`config.mk`:
```
export PLATFORM = sky130hd
export DESIGN_NAME = spee_prefix_or
export DESIGN_NICKNAME = d
export VERILOG_FILES = /design/src/rtl/spee_prefix_or.sv
export SDC_FILE = /design/constraint.sdc
export NUM_CORES = 1
export LEC_CHECK = 0
export BUFFER_PORTS_ARGS = -buffer_cell sky130_fd_sc_hd__buf_2
export CAP_MARGIN = 20
export CORE_MARGIN = 2
export CORE_UTILIZATION = 33
export DETAILED_ROUTE_END_ITERATION = 12
export MAX_ROUTING_LAYER = met4
export PLACE_DENSITY = 0.95
export SLEW_MARGIN = 30
export SYNTH_ARGS = -nofsm -noshare
export SYNTH_HDL_FRONTEND = slang
export SYNTH_SLANG_ARGS = --single-unit
```
`constraint.sdc`:
```
create_clock -name vclk -period 3.15
set_input_delay 0.315 -clock vclk [all_inputs]
set_output_delay 0.315 -clock vclk [all_outputs]
set_load 0.05 [all_outputs]
```
`src/rtl/spee_prefix_or.sv`:
```
// Log-depth prefix OR, bit 0 first.
// Depends on nothing; used by the top level for the delete and insert shift masks.
module spee_prefix_or #(
    parameter int WIDTH = 64
) (
    input  logic [WIDTH-1:0] bits,
    output logic [WIDTH-1:0] prefix
);

    localparam int LG = (WIDTH > 1) ? $clog2(WIDTH) : 1;

    logic [WIDTH-1:0] lvl [0:LG];

    always_comb
    begin
        lvl[0] = bits;
        for (int l = 0; l < LG; l++)
        begin
            for (int k = 0; k < WIDTH; k++)
            begin
                if (k >= (1 << l))
                begin
                    lvl[l+1][k] = lvl[l][k] | lvl[l][k - (1 << l)];
                end
                else
                begin
                    lvl[l+1][k] = lvl[l][k];
                end
            end
        end
    end

    assign prefix = lvl[LG];

endmodule

```
# Word-level counts from Yosys, hierarchy flattened
# Cells that the tools add are included.
# W data, S select, Z words.
[word_totals]
ff_bits = 0
in_bits = 64
output_inout_bits = 64
wordCells = 321
[classes]
bitwise = 321
[op_table]
columns = ["cell", "count"]
rows = [
  ["$or A1 B1 Y1", 321],
]

# Longest topological paths before layout
# Gate-level depths: netlist (run 1).
[depth]
word_depth = 6
mapped_depth = 5

# Worst setup path before layout (run 1)
# Ideal clock, no wire load.
[synth_path]
kind = "input to output"
from = "input port bits[2]"
to = "output port prefix[42]"
t_arrival_ns = 2.102
required_ns = 2.835
slack_ns = 0.733
path_stages = 4
n_path_buf = 0
path_cell_list = "nor4_4 > nand3_4 > nor4_2 > nand4_1"
[synth_between]
elab_chain_len = 4
[synth_lines]
columns = ["element", "line", "source"]
rows = [
  ["start, declared", "6", "input logic [WIDTH-1:0] bits,"],
  ["$or A1 B1 Y1 (3 in series)", "23", "lvl[l+1][k] = lvl[l][k] | lvl[l][k - (1 << l)];"],
  ["named net prefix[10]", "7", "output logic [WIDTH-1:0] prefix"],
  ["$or A1 B1 Y1", "23", ""],
  ["end, declared", "7", ""],
]
# The timed path passes the listed nets, and every way through them passes these cells.

# Final worst setup path (run 1)
[layout_path]
from = "input port bits[21]"
to = "output port prefix[38]"
[layout_between]
elab_chain_len = 6
[layout_lines]
columns = ["element", "line"]
rows = [
  ["$or A1 B1 Y1 (6 in series)", "23"],
]
# No other way between the ends.

==> results of run 1 <==
[where the power goes]
part	switching [mW]	leakage [nW]	total, mW	internal (mW)
Combinational	0.0516	0.563	0.0937	0.0421
Clock	0	0	0	0
Sequential	0	0	0	0
Total	0.0516	0.563	0.0937	0.0421
[layout by cell type (no fill, tap or decap)]
cell / instances
and2_1: 1
and3b_1: 1
buf_2: 128
buf_4: 2
inv_1: 4
inv_2: 1
nand2_1: 21
nand2b_1: 2
nand3_1: 15
nand3_4: 1
nand3b_1: 3
nand4_1: 8
nand4b_1: 5
nor2_1: 25
nor2_2: 1
nor2b_1: 3
nor3_1: 8
nor4_1: 7
nor4_2: 2
nor4_4: 3
nor4b_1: 1
nor4b_4: 2
or2_2: 6
or3_1: 10
or4_1: 2
[cell families after synthesis]
logic type / after synthesis / share of synthesized area
buffers and inverters: 8 / 0.0590
AND/OR/NAND/NOR: 127 / 0.941
[synth_stat cells (all sizes together) (2+ instances only)]
library cell	number	area share
nor2	26	0.12
nand2	21	0.095
nand3	16	0.11
nor4	12	0.16
or3	10	0.076
nand4	8	0.061
nor3	8	0.048
or2	6	0.045
inv	5	0.023
nand4b	5	0.053
buf	3	0.036
nand3b	3	0.027
nor2b	3	0.023
nor4b	3	0.068
nand2b	2	0.015
or4	2	0.018
[worst paths after layout]
kind | startpoint | endpoint | slack, ns | cells after the start
max | bits[21] | prefix[38] | 0.71 | 6
min | bits[0] | prefix[0] | 0.97 | 2
[per-layer routing]
metal,share of wire,vias to the layer above
li1,-,755
met1,0.41,673
met2,0.52,59
met3,0.070,0
met4,0,0
met5,0,-
[metrics by stage]
| step | hold WS (ns) | area, um2 | utilization |
|---|---|---|---|
| 2_1_floorplan | 0.797 | 827 | - |
| 3_3_place_gp | 0.971 | 1490 | 0.613 |
| 3_5_place_dp | 0.972 | 1490 | 0.613 |
| 4_1_cts | 0.973 | 1490 | 0.613 |
| 5_1_grt | 0.981 | 1490 | 0.613 |
| 6_report | 0.971 | 1490 | 0.613 |
[cell type report]
type | instances | share of cell area
inverters | 5 | 0.0126
multi-input cells | 127 | 0.522
well taps | 30 | 0.0252
repair buffers | 130 | 0.440
==> flow_summary.json, run 1 <==
{
  "setup_viol_count_final": 0,
  "die_h_um": 54.1,
  "die_w_um": 54.1,
  "die-area_um2": 2920,
  "grt_util_all_layers": 0.231,
  "regArea_um2": 0,
  "vias": 1487,
  "fmax_mhz": 410,
  "power_density_nw_per_um2": 62.8,
  "syn-cell-area_um2": 827,
  "postSynthCellCount": 135,
  "remaining_drc_errors": 0,
  "max_cap_viol_count": 0,
  "postCtsHoldBufs": 0,
  "path_buf_inv": 2,
  "total_power_mw": 0.0937,
  "cpLargestDelayFamily": "simple AND/OR/NAND/NOR gates",
  "hold_viol": 0,
  "critPathMaxStageDelay_ns": 0.58,
  "synth_nets": 199,
  "seq_area_frac_synth": 0,
  "tns_ns": 0,
  "seq_cell_count": 0,
  "fin_cells": 292,
  "crit_chain": "buf_2 > nor4_1 > nand3_1 > nor4_2 > nand3_1 > buf_2",
  "initial_core_util": 0.340,
  "num_rows": 18,
  "grtUsageMet2": 0.447,
  "ant_nets": 0,
  "drive_above_1_share": 0.557,
  "cp.arrival_ns": 2.13,
  "path_max_fanout": 7,
  "post-dp-hpwl_mm": 3.04,
  "final.fill_count": 256,
  "dp.cells": 292,
  "via_per_inst": 5.09,
  "drt_wl_total_mm": 3.48,
  "routabilityCongestion": 0.769,
  "ir_worst_vdd_mv": 0.0730,
  "drt_pass1_iterations": 4,
  "grt_start_max_net_pins": 19,
  "relSlewSlack": 0.556,
  "grt_use_met3": 0,
  "multi_input_area_um2": 778,
  "grt_remaining_overflow": 0,
  "rsz0062_at_grt": "no",
  "outcome": "completed",
  "grt_pass1_wl_mm": 5.11,
  "start_kind": "input port",
  "avgSynthCellArea_um2": 6.13,
  "required_ns": 2.83,
  "slew_viol_final": 0,
  "clkbuf_count": 0,
  "wl_per_cell_um": 11.9,
  "post-place-ws_ns": 0.690,
  "layout_setup_ws_ns": 0.709,
  "leakagePower_nw": 0.563,
  "post-cts-setup-buffers": 0,
  "finalCritPeriodShare": 0.775,
  "period_needed_ns": 2.44,
  "end_kind": "output port",
  "grt_pass1_vias": 1194,
  "drtIter0Drc": 21,
  "gr-usage-met1": 0.283,
  "worst_pin_slew_ns": 0.661,
  "cp_slowest_cell": "nor4_2",
  "synth_cell_type_count": 25,
  "antenna_found_initial": 0,
  "fin_nets": 328,
  "criticalPathCategory": "input port to output port",
  "diodes": 0,
  "core_area_um2": 2430,
  "portBuffers": 128,
  "io_pins": 128,
  "min_path_type": "input port to output port",
  "area_growth_pct": 80.2,
  "grt-busiest-layer": "met2",
  "yosysWarnings": 0,
  "cts_resized": 0
}
No activity file was read; power rests on OpenSTA's default activity.
==> inputs of run 2 (changes only) <==
--- a/config.mk
+++ b/config.mk
@@ -5,10 +5,12 @@
 export SDC_FILE = /design/constraint.sdc
 export NUM_CORES = 1
 export LEC_CHECK = 0
+export ABC_AREA = 1
 export BUFFER_PORTS_ARGS = -buffer_cell sky130_fd_sc_hd__buf_2
 export CAP_MARGIN = 20
+export CORE_ASPECT_RATIO = 0.5
 export CORE_MARGIN = 2
-export CORE_UTILIZATION = 33
+export CORE_UTILIZATION = 39
 export DETAILED_ROUTE_END_ITERATION = 12
 export MAX_ROUTING_LAYER = met4
 export PLACE_DENSITY = 0.95
==> constraint.sdc (replaced) <==
create_clock -name vclk -period 2.4
set_input_delay 0.24 -clock vclk [all_inputs]
set_output_delay 0.24 -clock vclk [all_outputs]
set_load 0.05 [all_outputs]
==> run 2 against run 1 <==
  * Total power increased by 60%
  * Sequential share of layout area unchanged
  * Largest cell class unchanged
  * Final cell count up 73%
  * Clock-buffer cell count unchanged
  * Wire length up 42%
  * Combinational power up 60%
  * Global-route usage is 0.080 points lower
  * Via count up 57%
  * Non-clock buffer count decreased by 2
  * Critical endpoint is now prefix[61]
  * Largest power group unchanged
  * Worst setup slack improved by 0.12 ns
==> flow_summary.json, run 2 <==
{
  "die_w_um": 87.1,
  "tns_ns": 0,
  "antenna_found_initial": 0,
  "regArea_um2": 0,
  "seq_cell_count": 0,
  "grt_pass1_wl_mm": 7.25,
  "drt_pass1_iterations": 5,
  "internal_power_mw": 0.0608,
  "grt_remaining_overflow": 0,
  "relSlewSlack": 0.829,
  "cts_resized": 0,
  "hold_depth": 2,
  "synth_mux_area_frac": 0,
  "grt_util_all_layers": 0.230,
  "grt_start_max_net_pins": 6,
  "synthTopCellsByArea": "nor2_1 (40%), nand2_1 (36%), inv_1 (12%)",
  "avgSynthCellArea_um2": 3.99,
  "max_cap_viol_count": 0,
  "synth_top_area_frac": 0.401,
  "synth_most_common_cell": "nor2_1",
  "io_pins": 128,
  "wl_per_cell_um": 9.73,
  "finalCritPeriodShare": 0.654,
  "rsz0062_at_grt": "no",
  "postSynthCellCount": 337,
  "slew_viol_final": 0,
  "diodes": 0,
  "power.net_switching_mw": 0.0890,
  "vias": 2332,
  "path_max_fanout": 4,
  "cp_slowest_cell": "buf_2",
  "layout_commonest_cell": "nor2_1",
  "criticalPathCategory": "input port to output port",
  "swShare": 0.594,
  "portBuffers": 128,
  "num_rows": 15,
  "setup_viol_count_final": 0,
  "cp.arrival_ns": 1.33,
  "postCtsHoldBufs": 0,
  "ant_nets": 0,
  "critPathMaxStageDelay_ns": 0.20,
  "area_growth_pct": 50.9,
  "core_area_um2": 3360,
  "synth_top_family_by_area": "simple AND/OR/NAND/NOR gates",
  "synth_cell_type_count": 7,
  "end_kind": "output port",
  "fin_nets": 530,
  "synth-simple-area-share": 0.877,
  "p_seq_frac": 0,
  "clkPwrFrac": 0,
  "synth_compound_area_frac": 0,
  "drtIter0Drc": 142,
  "start_kind": "input port",
  "synthXorXnorAreaFrac": 0,
  "syn-cell-area_um2": 1350,
  "yosysWarnings": 0,
  "clkbuf_count": 0,
  "drive_above_1_share": 0.321,
  "fin_util": 0.605,
  "yosysTopAreaCell": "nor2_1",
  "synthAdderAreaFrac": 0,
  "drt_wl_total_mm": 4.92,
  "synthTopCellsByCount": "nor2_1 (144), nand2_1 (129), inv_1 (42), nor2_2 (9), nand2_2 (7)",
  "via_per_inst": 4.61,
  "power_density_nw_per_um2": 73.7,
  "synth_nets": 401,
  "combPwrFrac": 1.000,
  "hold_viol": 0,
  "crit_chain": "buf_2 > nor2_4 > nand2_2 > nor2_1 > nand2_2 > nor2_4 > nand2_1 > buf_2",
  "ir_worst_vdd_mv": 0.0513,
  "period_needed_ns": 1.57,
  "outcome": "completed",
  "worst_pin_slew_ns": 0.255,
  "min_path_type": "input port to output port",
  "remaining_drc_errors": 0,
  "required_ns": 2.16,
  "seq_area_frac_synth": 0,
  "final_cell_mix": "nor2_1 (144), nand2_1 (129), buf_2 (128)",
  "post-dp-hpwl_mm": 4.62,
  "grt_pass1_vias": 1810,
  "initial_core_util": 0.401,
  "leakagePower_nw": 0.782,
  "die-area_um2": 3970,
  "post-cts-setup-buffers": 0,
  "fmax_mhz": 637,
  "routabilityCongestion": 0.982,
  "die_h_um": 45.5
}
## run 2: cell count changes after synthesis, moves of 6 or more
cell and delta:
or2_2 -6, nor2_2 +8, nor4_1 -7, nand2_1 +108, or3_1 -10, nand2_2 +7
nor2_1 +119, nand4_1 -8, nor3_1 -8, nand3_1 -15, inv_1 +38
## run 2: logic make-up after synthesis
| kind of cell | after synthesis |
|---|---|
| buf+inv | 43 |
| simple gates | 294 |
## run 2: final cells by class
type | count | area (um2)
repair buffers | 128 | 641
inverters | 42 | 158
fillers | 345 | 1330
multi-input cells | 294 | 1180
well taps | 42 | 52.6
## run 2: per-layer routing
layer | track usage | up-vias | part of all wire
met5 | - | - | 0
met4 | 0.0277 | 0 | 0.0089
met3 | 0.0272 | 10 | 0.10
met2 | 0.397 | 112 | 0.47
met1 | 0.303 | 970 | 0.42
li1 | - | 1240 | -
## run 2: path summary, 6_finish.rpt
check / startpoint / to / slack [ns]
worst min-delay path: bits[0] / prefix[0] / 0.82
worst max-delay path: bits[1] / prefix[61] / 0.83
## run 2: power groups by stage
stage          Combinational, mW  Sequential [mW]  Clock (mW)
2_1_floorplan             0.0714                0           0
3_3_place_gp               0.147                0           0
3_5_place_dp               0.149                0           0
4_1_cts                    0.150                0           0
5_1_grt                    0.168                0           0
6_report                   0.150                0           0
## run 2: stage by stage
stage | worst slack (ns) | power (mW) | area, um2 | cells | hold slack, ns
after floorplan | 0.497 | 0.0714 | 1350 | 337 | 0.647
after global placement | 0.857 | 0.147 | 2030 | 506 | 0.814
after detailed placement | 0.842 | 0.149 | 2030 | 506 | 0.819
after CTS | 0.842 | 0.150 | 2030 | 506 | 0.819
after global routing | 0.718 | 0.168 | 2030 | 506 | 0.826
final | 0.831 | 0.150 | 2030 | 506 | 0.817
## run 2: worst max-delay path, delay by kind of cell
family | cells | cell delay [ns]
simple gates | 6 | 0.77
buf+inv | 2 | 0.32
