--- config.mk ---
export PLATFORM = sky130hd
export DESIGN_NAME = spee_cell
export DESIGN_NICKNAME = d
export VERILOG_FILES = /design/src/rtl/spee_pkg.sv /design/src/rtl/spee_cell.sv
export SDC_FILE = /design/constraint.sdc
export NUM_CORES = 1
export LEC_CHECK = 0
export ABC_AREA = 1
export BUFFER_PORTS_ARGS = -buffer_cell sky130_fd_sc_hd__buf_2
export CORE_ASPECT_RATIO = 0.5
export CORE_MARGIN = 5
export CORE_UTILIZATION = 41
export DETAILED_ROUTE_END_ITERATION = 10
export GPL_TIMING_DRIVEN = 0
export PLACE_DENSITY = 0.91
export SETUP_SLACK_MARGIN = 0.02
export SLEW_MARGIN = 20
export SYNTH_ARGS = -nofsm -noshare
export SYNTH_HDL_FRONTEND = slang
export SYNTH_SLANG_ARGS = --single-unit
--- constraint.sdc ---
create_clock -name clk -period 4.8 [get_ports clk]
set_input_delay 0.72 -clock clk [delete_from_list [all_inputs] [get_ports clk]]
set_output_delay 0.72 -clock clk [all_outputs]
set_load 0.01 [all_outputs]
--- src/rtl/spee_pkg.sv ---
// Shared types and constants for the stack positional edit engine.
// No dependencies; used by all rtl files but spee_prefix_or.
package spee_pkg;

    localparam int FUNC_W    = 3;
    localparam int KEY_W     = 32;
    localparam int POS_W     = 7;
    localparam int HELD_W    = 7;
    localparam int STATUS_W  = 2;
    localparam int S_TDATA_W = 56;   // 49 payload bits padded to bytes
    localparam int M_TDATA_W = 16;   // 10 payload bits padded to bytes

    typedef enum logic [FUNC_W-1:0] {
        FN_INSERT = 3'd0,
        FN_DELETE = 3'd1,
        FN_SWAP   = 3'd2,
        FN_SEARCH = 3'd3,
        FN_COUNT  = 3'd4
    } func_t;

    typedef enum logic [STATUS_W-1:0] {
        ST_OK    = 2'd0,
        ST_FULL  = 2'd1,
        ST_RANGE = 2'd2
    } status_t;

    typedef enum logic [1:0] {
        S_IDLE,
        S_CALC,
        S_APPLY
    } state_t;

    typedef enum logic [1:0] {
        CELL_HOLD,
        CELL_INSERT,
        CELL_DELETE,
        CELL_SWAP
    } cell_op_t;

    // Broadcast to every cell of the row.
    typedef struct packed {
        logic     calc;   // register key compare this cycle
        cell_op_t op;     // update applied at this edge
    } cell_ctrl_t;

    // Per-cell position flags.
    typedef struct packed {
        logic occ;        // cell lies below the fill count
        logic sel_a;      // cell is position A
        logic after_a;    // cell lies deeper than position A
        logic sel_b;      // cell is position B
        logic shift;      // a delete hit sits at or above this cell
    } cell_flags_t;

endpackage

--- src/rtl/spee_cell.sv ---
// One stack slot: holds a key, compares it, and loads from a neighbor or a bus.
// Depends on spee_pkg.
module spee_cell (
    input  logic                                clk,
    input  spee_pkg::cell_ctrl_t                ctrl,
    input  spee_pkg::cell_flags_t               flags,
    input  logic signed [spee_pkg::KEY_W-1:0]   key,
    input  logic signed [spee_pkg::KEY_W-1:0]   val_a,
    input  logic signed [spee_pkg::KEY_W-1:0]   val_b,
    input  logic signed [spee_pkg::KEY_W-1:0]   above,
    input  logic signed [spee_pkg::KEY_W-1:0]   below,
    output logic signed [spee_pkg::KEY_W-1:0]   data,
    output logic                                hit
);

    logic signed [spee_pkg::KEY_W-1:0] data_reg;
    logic signed [spee_pkg::KEY_W-1:0] data_next;
    logic                              hit_reg;
    logic                              hit_next;

    always_comb
    begin
        data_next = data_reg;
        case (ctrl.op)
            spee_pkg::CELL_INSERT:
            begin
                if (flags.sel_a)
                begin
                    data_next = key;
                end
                else if (flags.after_a)
                begin
                    data_next = above;
                end
            end
            spee_pkg::CELL_DELETE:
            begin
                if (flags.shift)
                begin
                    data_next = below;
                end
            end
            spee_pkg::CELL_SWAP:
            begin
                if (flags.sel_b)
                begin
                    data_next = val_a;
                end
                else if (flags.sel_a)
                begin
                    data_next = val_b;
                end
            end
            default:
            begin
                data_next = data_reg;
            end
        endcase
    end

    assign hit_next = ctrl.calc ? (flags.occ && (data_reg == key)) : hit_reg;

    always_ff @(posedge clk)
    begin
        data_reg <= data_next;
        hit_reg  <= hit_next;
    end

    assign data = data_reg;
    assign hit  = hit_reg;

endmodule

# [Yosys cells after proc, flatten, opt, wreduce, memory -nomap -nowiden]
# Index checks and enable logic that the tools add are counted.
# W data, S select, Z words.
[word_totals] ff_bits=33 in_bits=169 elab_cells=18
[classes] n_eq_ne=7 n_mux=6 reduce_logical=3
[ops] op="$mux W32" count=5
[ops] op="$pmux W32 S3" count=1
[ops] op="$eq A32 B32 Y1" count=1
[ops] op="$ne A3 B3 Y1 const B" count=2
[ops] op="$eq A2 B2 Y1 const B" count=2
[ops] op="$reduce_and A4 Y1" count=1
[ops] op="$reduce_bool A3 Y1" count=1
[ops] op="$eq A2 B1 Y1 const B" count=1
[ops] op="$ne A2 B2 Y1 const B" count=1
[ops] op="$logic_and A1 B1 Y1" count=1

# [Longest topological paths before layout]
# Gate-level depths: netlist (run 1).
[logic_depth] word_depth=3 mapped_depth=8 depth_no_buf=8

# [Least setup slack after synthesis (run 1)]
# OpenSTA, ideal clock, no wires.
[synth_timing] kind="input port to flip-flop" startpoint="input ctrl[1] (netlist bit)" endpoint="register data_reg, in the netlist data[0] (enable)" t_arrival_ns=3.511 required_ns=4.330 path_slack_ns=0.819 cell_stages=4 n_path_buf=2 cell_sequence="buf_4 > inv_2 > clkbuf_2 > a211oi_1"
[synth_between] elab_chain_cells=3 word_cells_on_any_way=8 classes_between="eq/ne: 6; reduce/logical: 2"
[synth_rtl] item="from (decl)" line="spee_cell.sv:5" source="input spee_pkg::cell_ctrl_t ctrl,"
[synth_rtl] item="$eq A2 B1 Y1 or $eq A2 B2 Y1 (tied branches)" line="spee_cell.sv:24" source="case (ctrl.op)"
[synth_rtl] item="$ne A3 B3 Y1 (no line), or another cell as far along"
[synth_rtl] item="$reduce_and A4 Y1 (no line) *"
[synth_rtl] item="to (signal assigned)" line="spee_cell.sv:65" source="data_reg <= data_next;"
[synth_rtl] item="to (decl)" line="spee_cell.sv:16" source="logic signed [spee_pkg::KEY_W-1:0] data_reg;"
# Every way passes the cells marked *; elsewhere a longest branch is shown, timed or not.
# A chain may end at the register's enable or synchronous reset.

# [Worst setup path after layout (run 1)]
[layout_timing] startpoint="input flags[1] (netlist bit)" endpoint="register data_reg, in the netlist data[6] (enable)"
[layout_between] elab_chain_cells=2
[layout_rtl] item="from (decl)" line="spee_cell.sv:6" source="input spee_pkg::cell_flags_t flags,"
[layout_rtl] item="$ne A3 B3 Y1 (no line)"
[layout_rtl] item="$reduce_and A4 Y1 (no line)"
# Every way passes these cells.

==> results of run 1 <==
## where the power goes
part | internal (mW) | switching (mW)
sequential | 0.373 | 0.0289
combinational | 0.149 | 0.186
clock | 0.190 | 0.116
## synth_stat cells, types with 2 or more instances
| library cell | instances | area share, % |
|---|---|---|
| a21oi_1 | 23 | 4.2 |
| o21ai_1 | 20 | 3.6 |
| nor2_1 | 57 | 7.8 |
| inv_2 | 2 | 0.27 |
| edfxtp_1 | 33 | 36 |
| inv_1 | 43 | 5.9 |
| o211ai_1 | 23 | 6.3 |
| nand2_1 | 95 | 13 |
| buf_4 | 4 | 1.1 |
| nor3_1 | 3 | 0.55 |
| buf_2 | 10 | 1.8 |
| xnor2_1 | 4 | 1.3 |
| buf_6 | 3 | 1.2 |
| clkbuf_2 | 3 | 0.55 |
| clkbuf_1 | 2 | 0.27 |
| o21ai_0 | 52 | 9.5 |
| o221ai_1 | 8 | 2.6 |
| nand3_1 | 2 | 0.36 |
| xor2_1 | 3 | 0.96 |
## how the worst max path moves through the flow
| stage | from | endpoint | slack (ns) |
|---|---|---|---|
| finish | flags[1] | data[6] | 2.62 |
| global route | flags[1] | data[19] | 2.52 |
| CTS | flags[1] | data[10] | 2.60 |
| detailed placement | flags[1] | data[10] | 2.32 |
| global placement | flags[1] | data[16] | -0.54 |
| floorplan | ctrl[1] | data[0] | 0.82 |
## logic make-up (layout without fill, tap and decap cells)
group,Yosys count,after routing,share of synthesized area (%)
xor+xnor,7,7,2.235
compound gates,129,129,27.46
flops,33,33,36.13
buf+inv,67,276,11.13
simple gates,162,162,23.04
## stage by stage
stage / hold slack, ns / std cells / cell area [µm²]
floorplan: 0.8048 / 398 / 2743
global placement: 0.8017 / 689 / 3854
detailed placement: 0.8168 / 691 / 3896
CTS: 0.6399 / 699 / 4035
global route: 0.6334 / 699 / 4035
finish: 0.6430 / 699 / 4035
## area by class of cell
class	instances	area, µm²	share of cell area [%]
clock inverter	2	10.01	0.2481
timing repair buffer	201	1026	25.43
sequential	33	991.0	24.56
buffer	22	136.4	3.380
clock buffer	6	128.9	3.194
tap	92	115.1	2.853
multi-input combinational	298	1459	36.16
inverter	45	168.9	4.186
## metal layers
metal  global-route usage [%]  share of wire [%]  wire (µm)  vias up
met5                        0                  0          0        -
met4                    6.892                1.6        180        0
met3                    4.677                9.4       1045       22
met2                    45.15                 51       5691      197
met1                    28.62                 38       4190     1663
li1                         -                  -          -     1764
==> impl_metrics.tcl, run 1 <==
set metrics [dict create \
    pin_count 202 \
    min_period_ns 2.180 \
    portBuffers 199 \
    largest_register_ffs 32 \
    synth_async_sr_flop_share_pct 0 \
    min_to "hit" \
    clock_latency_ns 0.27 \
    drv_slew 0 \
    die_area_um2 8524 \
    hold_start "ctrl[2]" \
    hold_depth 1 \
    die_w_um 125.7 \
    syn_inst 398 \
    holdCritPathClass "input port to flop" \
    synth_nets 567 \
    startpoint_type "input port" \
    vias 3646 \
    fillers 633 \
    worstSetupEndpointType "flop" \
    clock_sinks 33 \
    first_pass_iters 5 \
    regToRegEndpoint "hit" \
    insertedDiodeCount 0 \
    start_util_pct 41.59 \
    final_hold_viol_count 0 \
    slowest_stage "a211oi_4" \
    post-route-period-util_pct 45.41 \
    postLayoutSetupSlackWorst_ns 2.620 \
    syn_avg_cell_area_um2 6.891 \
    rsz0062_at_grt "false" \
    path_max_fanout 14 \
    status "finished clean" \
    arrival_ns 2.16 \
    worst_r2r_path_depth 6 \
    holdBufCountCts 0 \
    vias_per_cell 5.216 \
    synthDistinctLibCells 27 \
    worst-path-buf-inv 4 \
    p_leak_nw 2.035 \
    drt_iter0_markers 248 \
    cts_buffers 5 \
    cpPeakStageDelay_ns 0.47 \
    core_um2 6595 \
    routedWlPerCell_um 15.89 \
    worstPathRequired_ns 4.78 \
    setup_violations 0 \
    cp.depth 6 \
    syn_area_um2 2743 \
    vdd_drop_max_uv 149.1 \
    worst_pin_slew_ns 0.5515 \
    htree_levels 2 \
    gp_congestion 0.9357 \
    synth_flop_cell "edfxtp_1" \
    die_h_um 67.84 \
    overflow 0 \
    postCtsSetupRepairBufs 0 \
    grt_pass1_wl_um 16260 \
    syn_to_final_growth_pct 47.13 \
    grt_util_all_layers_pct 23.99 \
    path_clk_slew_ns 0.05 \
    slew_headroom_pct 63.11 \
    max_freq_ghz 0.4587 \
    worstReg2RegStart "data[31]" \
    dp_hpwl_um 9022 \
    cts_tree "yes" \
    nNetsFinal 775 \
    grt_max_degree 15 \
    pre_cts_slack_ns 2.323 \
    layout_common_cells "buf_2 (209), nand2_1 (95), nor2_1 (57)" \
    fin_util_pct 61.18 \
    finalPower_mw 1.043 \
    grt_antenna_before_repair 0 \
    drc_errors 0 \
    wl_um 11110 \
    path_delay_family "buffers and inverters" \
    fin_skew_ns 0.003074 \
    cts_root_buf "clkbuf_16" \
    power_density_nw_per_um2 258.4 \
    crit_type "input port to flop" \
    cts-resized-gates 0 \
    yosysWarnings 0 \
    ys_seq_area_share_pct 36.13 \
    r2r_slack_ns 3.39 \
    ys_ff_latch 33 \
    layout-drive-gt1-share_pct 38.88 \
    final_common_cell "buf_2" \
    finalSetupTns_ns 0 \
    ant_nets 0 \
    clk_path_buf_depth 2 \
    synth_edf_count 33 \
    row_count 21 \
    path_cells "buf_2 -> buf_2 -> nor3_1 -> a211oi_4 -> buf_8 -> buf_8" \
    maxCapViolations 0 \
    grt_pass1_vias 3426 \
]
Note: power is estimated with default switching activity, not from simulation.
==> run 2: changes to the inputs <==
==> constraint.sdc (replaced) <==
create_clock -name clk -period 2.2 [get_ports clk]
set_input_delay 0.33 -clock clk [delete_from_list [all_inputs] [get_ports clk]]
set_output_delay 0.33 -clock clk [all_outputs]
set_load 0.01 [all_outputs]
==> impl_metrics.tcl, run 2 (synthesis results as in run 1) <==
set metrics [dict create \
    clock_sinks 33 \
    worst_pin_slew_ns 0.5106 \
    rsz0062_at_grt "false" \
    regToRegEndpoint "hit" \
    overflow 0 \
    cp.depth 6 \
    startpoint_type "input port" \
    path_cells "buf_2 -> buf_2 -> nor3_1 -> a211oi_4 -> buf_8 -> buf_6" \
    switching_power_mw 0.7268 \
    routedWlPerCell_um 15.82 \
    dpl.cell_count 691 \
    drt_iter0_markers 343 \
    r2r_slack_ns 0.78 \
    worst-path-buf-inv 4 \
    grt_util_all_layers_pct 24.37 \
    cts_buffers 5 \
    cts-resized-gates 0 \
    drv_slew 0 \
    worstSetupEndpointType "flop" \
    grt_pass1_vias 3446 \
    clk_path_buf_depth 2 \
    row_count 21 \
    cts_root_buf "clkbuf_16" \
    power_frac_seq_pct 38.4 \
    holdCritPathClass "input port to flop" \
    dr_wl_met2_um 5829 \
    die_w_um 125.7 \
    worst_r2r_path_depth 7 \
    syn_to_final_growth_pct 46.90 \
    drc_errors 0 \
    pin_count 202 \
    post-route-period-util_pct 81.28 \
    slowest_stage "a211oi_4" \
    path_clk_slew_ns 0.05 \
    whs_ns 0.2517 \
    vias_per_cell 5.192 \
    gp_congestion 0.9359 \
    arrival_ns 1.77 \
    die_h_um 67.84 \
    die_area_um2 8524 \
    slew_headroom_pct 65.85 \
    wl_um 11060 \
    holdBufCountCts 0 \
    layout-drive-gt1-share_pct 38.55 \
    cp-startpoint "flags[1]" \
    timing.critical_path.mode_cell "buf_2" \
    p_leak_nw 2.029 \
    pwr-share-comb_pct 31.8 \
    met1Wirelength_um 4325 \
    grt_pass1_wl_um 16380 \
    min_period_ns 1.788 \
    largest_register_ffs 32 \
    dp_hpwl_um 8938 \
    p_int_mw 1.558 \
    fin_cells 699 \
    fin_skew_ns 0.001904 \
    nNetsFinal 775 \
    hold_start "ctrl[2]" \
    grt_max_degree 15 \
    vias 3629 \
    finalPower_mw 2.285 \
    status "finished clean" \
    finalSetupTns_ns 0 \
    insertedDiodeCount 0 \
    final_hold_viol_count 0 \
    critPathCapture "data[31]" \
    postCtsSetupRepairBufs 0 \
    clock_latency_ns 0.28 \
    worstPathRequired_ns 2.18 \
    start_util_pct 41.59 \
    portBuffers 199 \
    p_clk_share_pct 29.8 \
    core_um2 6595 \
    layout_common_cells "buf_2 (209), nand2_1 (95), nor2_1 (57)" \
    worstReg2RegStart "data[16]" \
    htree_levels 2 \
    setup_violations 0 \
    vdd_drop_max_uv 291.6 \
    final_common_cell "buf_2" \
    dr.max_layer_used "met4" \
    power_density_nw_per_um2 567.1 \
    dr_wl_met3_um 776 \
    crit_type "input port to flop" \
    maxCapViolations 0 \
    cts_tree "yes" \
    ant_nets 0 \
    power_switching_share_pct 31.81 \
    path_delay_family "buffers and inverters" \
    cpPeakStageDelay_ns 0.43 \
    max_freq_ghz 0.5592 \
    path_max_fanout 14 \
    first_pass_iters 5 \
    grt_antenna_before_repair 0 \
]
run 2: cell types whose count changed in the layout (fill, tap and decap cells not counted), sizes merged:
cell	before	now
clkbuf	11	13
clkinv	2	0
run 2: worst min path at each step:
stage | endpoint | cells after the start
3_3_place_gp | hit | 1
4_1_cts | hit | 1
6_report | hit | 1
5_1_grt | hit | 1
2_1_floorplan | hit | 0
3_5_place_dp | hit | 1
run 2: stage by stage:
step	setup slack [ns]	util, %	cell area (µm²)
detailed placement	0.1192	59.02	3892
global placement	-0.4138	58.62	3866
CTS	0.4024	61.09	4029
finish	0.4118	61.09	4029
floorplan	0.1755	-	2755
global route	0.3072	61.09	4029
run 2: final cells by class:
| cell class | count | area (µm²) |
|---|---|---|
| repair buffers | 201 | 1022 |
| multi-input cells | 298 | 1459 |
| clock buffers | 8 | 136.4 |
| well taps | 92 | 115.1 |
| inverters | 45 | 168.9 |
| plain buffers | 22 | 136.4 |
| fillers | 673 | 2566 |
| flip-flops and latches | 33 | 991.0 |
run 2: worst register-to-register path, delay by kind of cell (launching register included):
family	cells	cell delay (ns)
AND/OR/NAND/NOR	5	0.80
buffers and inverters	1	0.05
flip-flops	1	0.36
AO/OA/AOI/OAI	1	0.07
run 2: layer usage:
metal | global-route usage [%] | vias to the layer above
met5 | 0 | -
met4 | 6.081 | 0
met3 | 3.585 | 13
met2 | 47.07 | 151
met1 | 29.28 | 1706
li1 | - | 1759
run 2: power groups by stage:
stage,Clock [mW],Sequential (mW),Combinational [mW]
6_report,0.681,0.878,0.726
5_1_grt,0.706,0.890,0.798
4_1_cts,0.679,0.876,0.722
3_5_place_dp,0,0.888,0.718
3_3_place_gp,0,0.883,0.695
2_1_floorplan,0,0.931,0.315
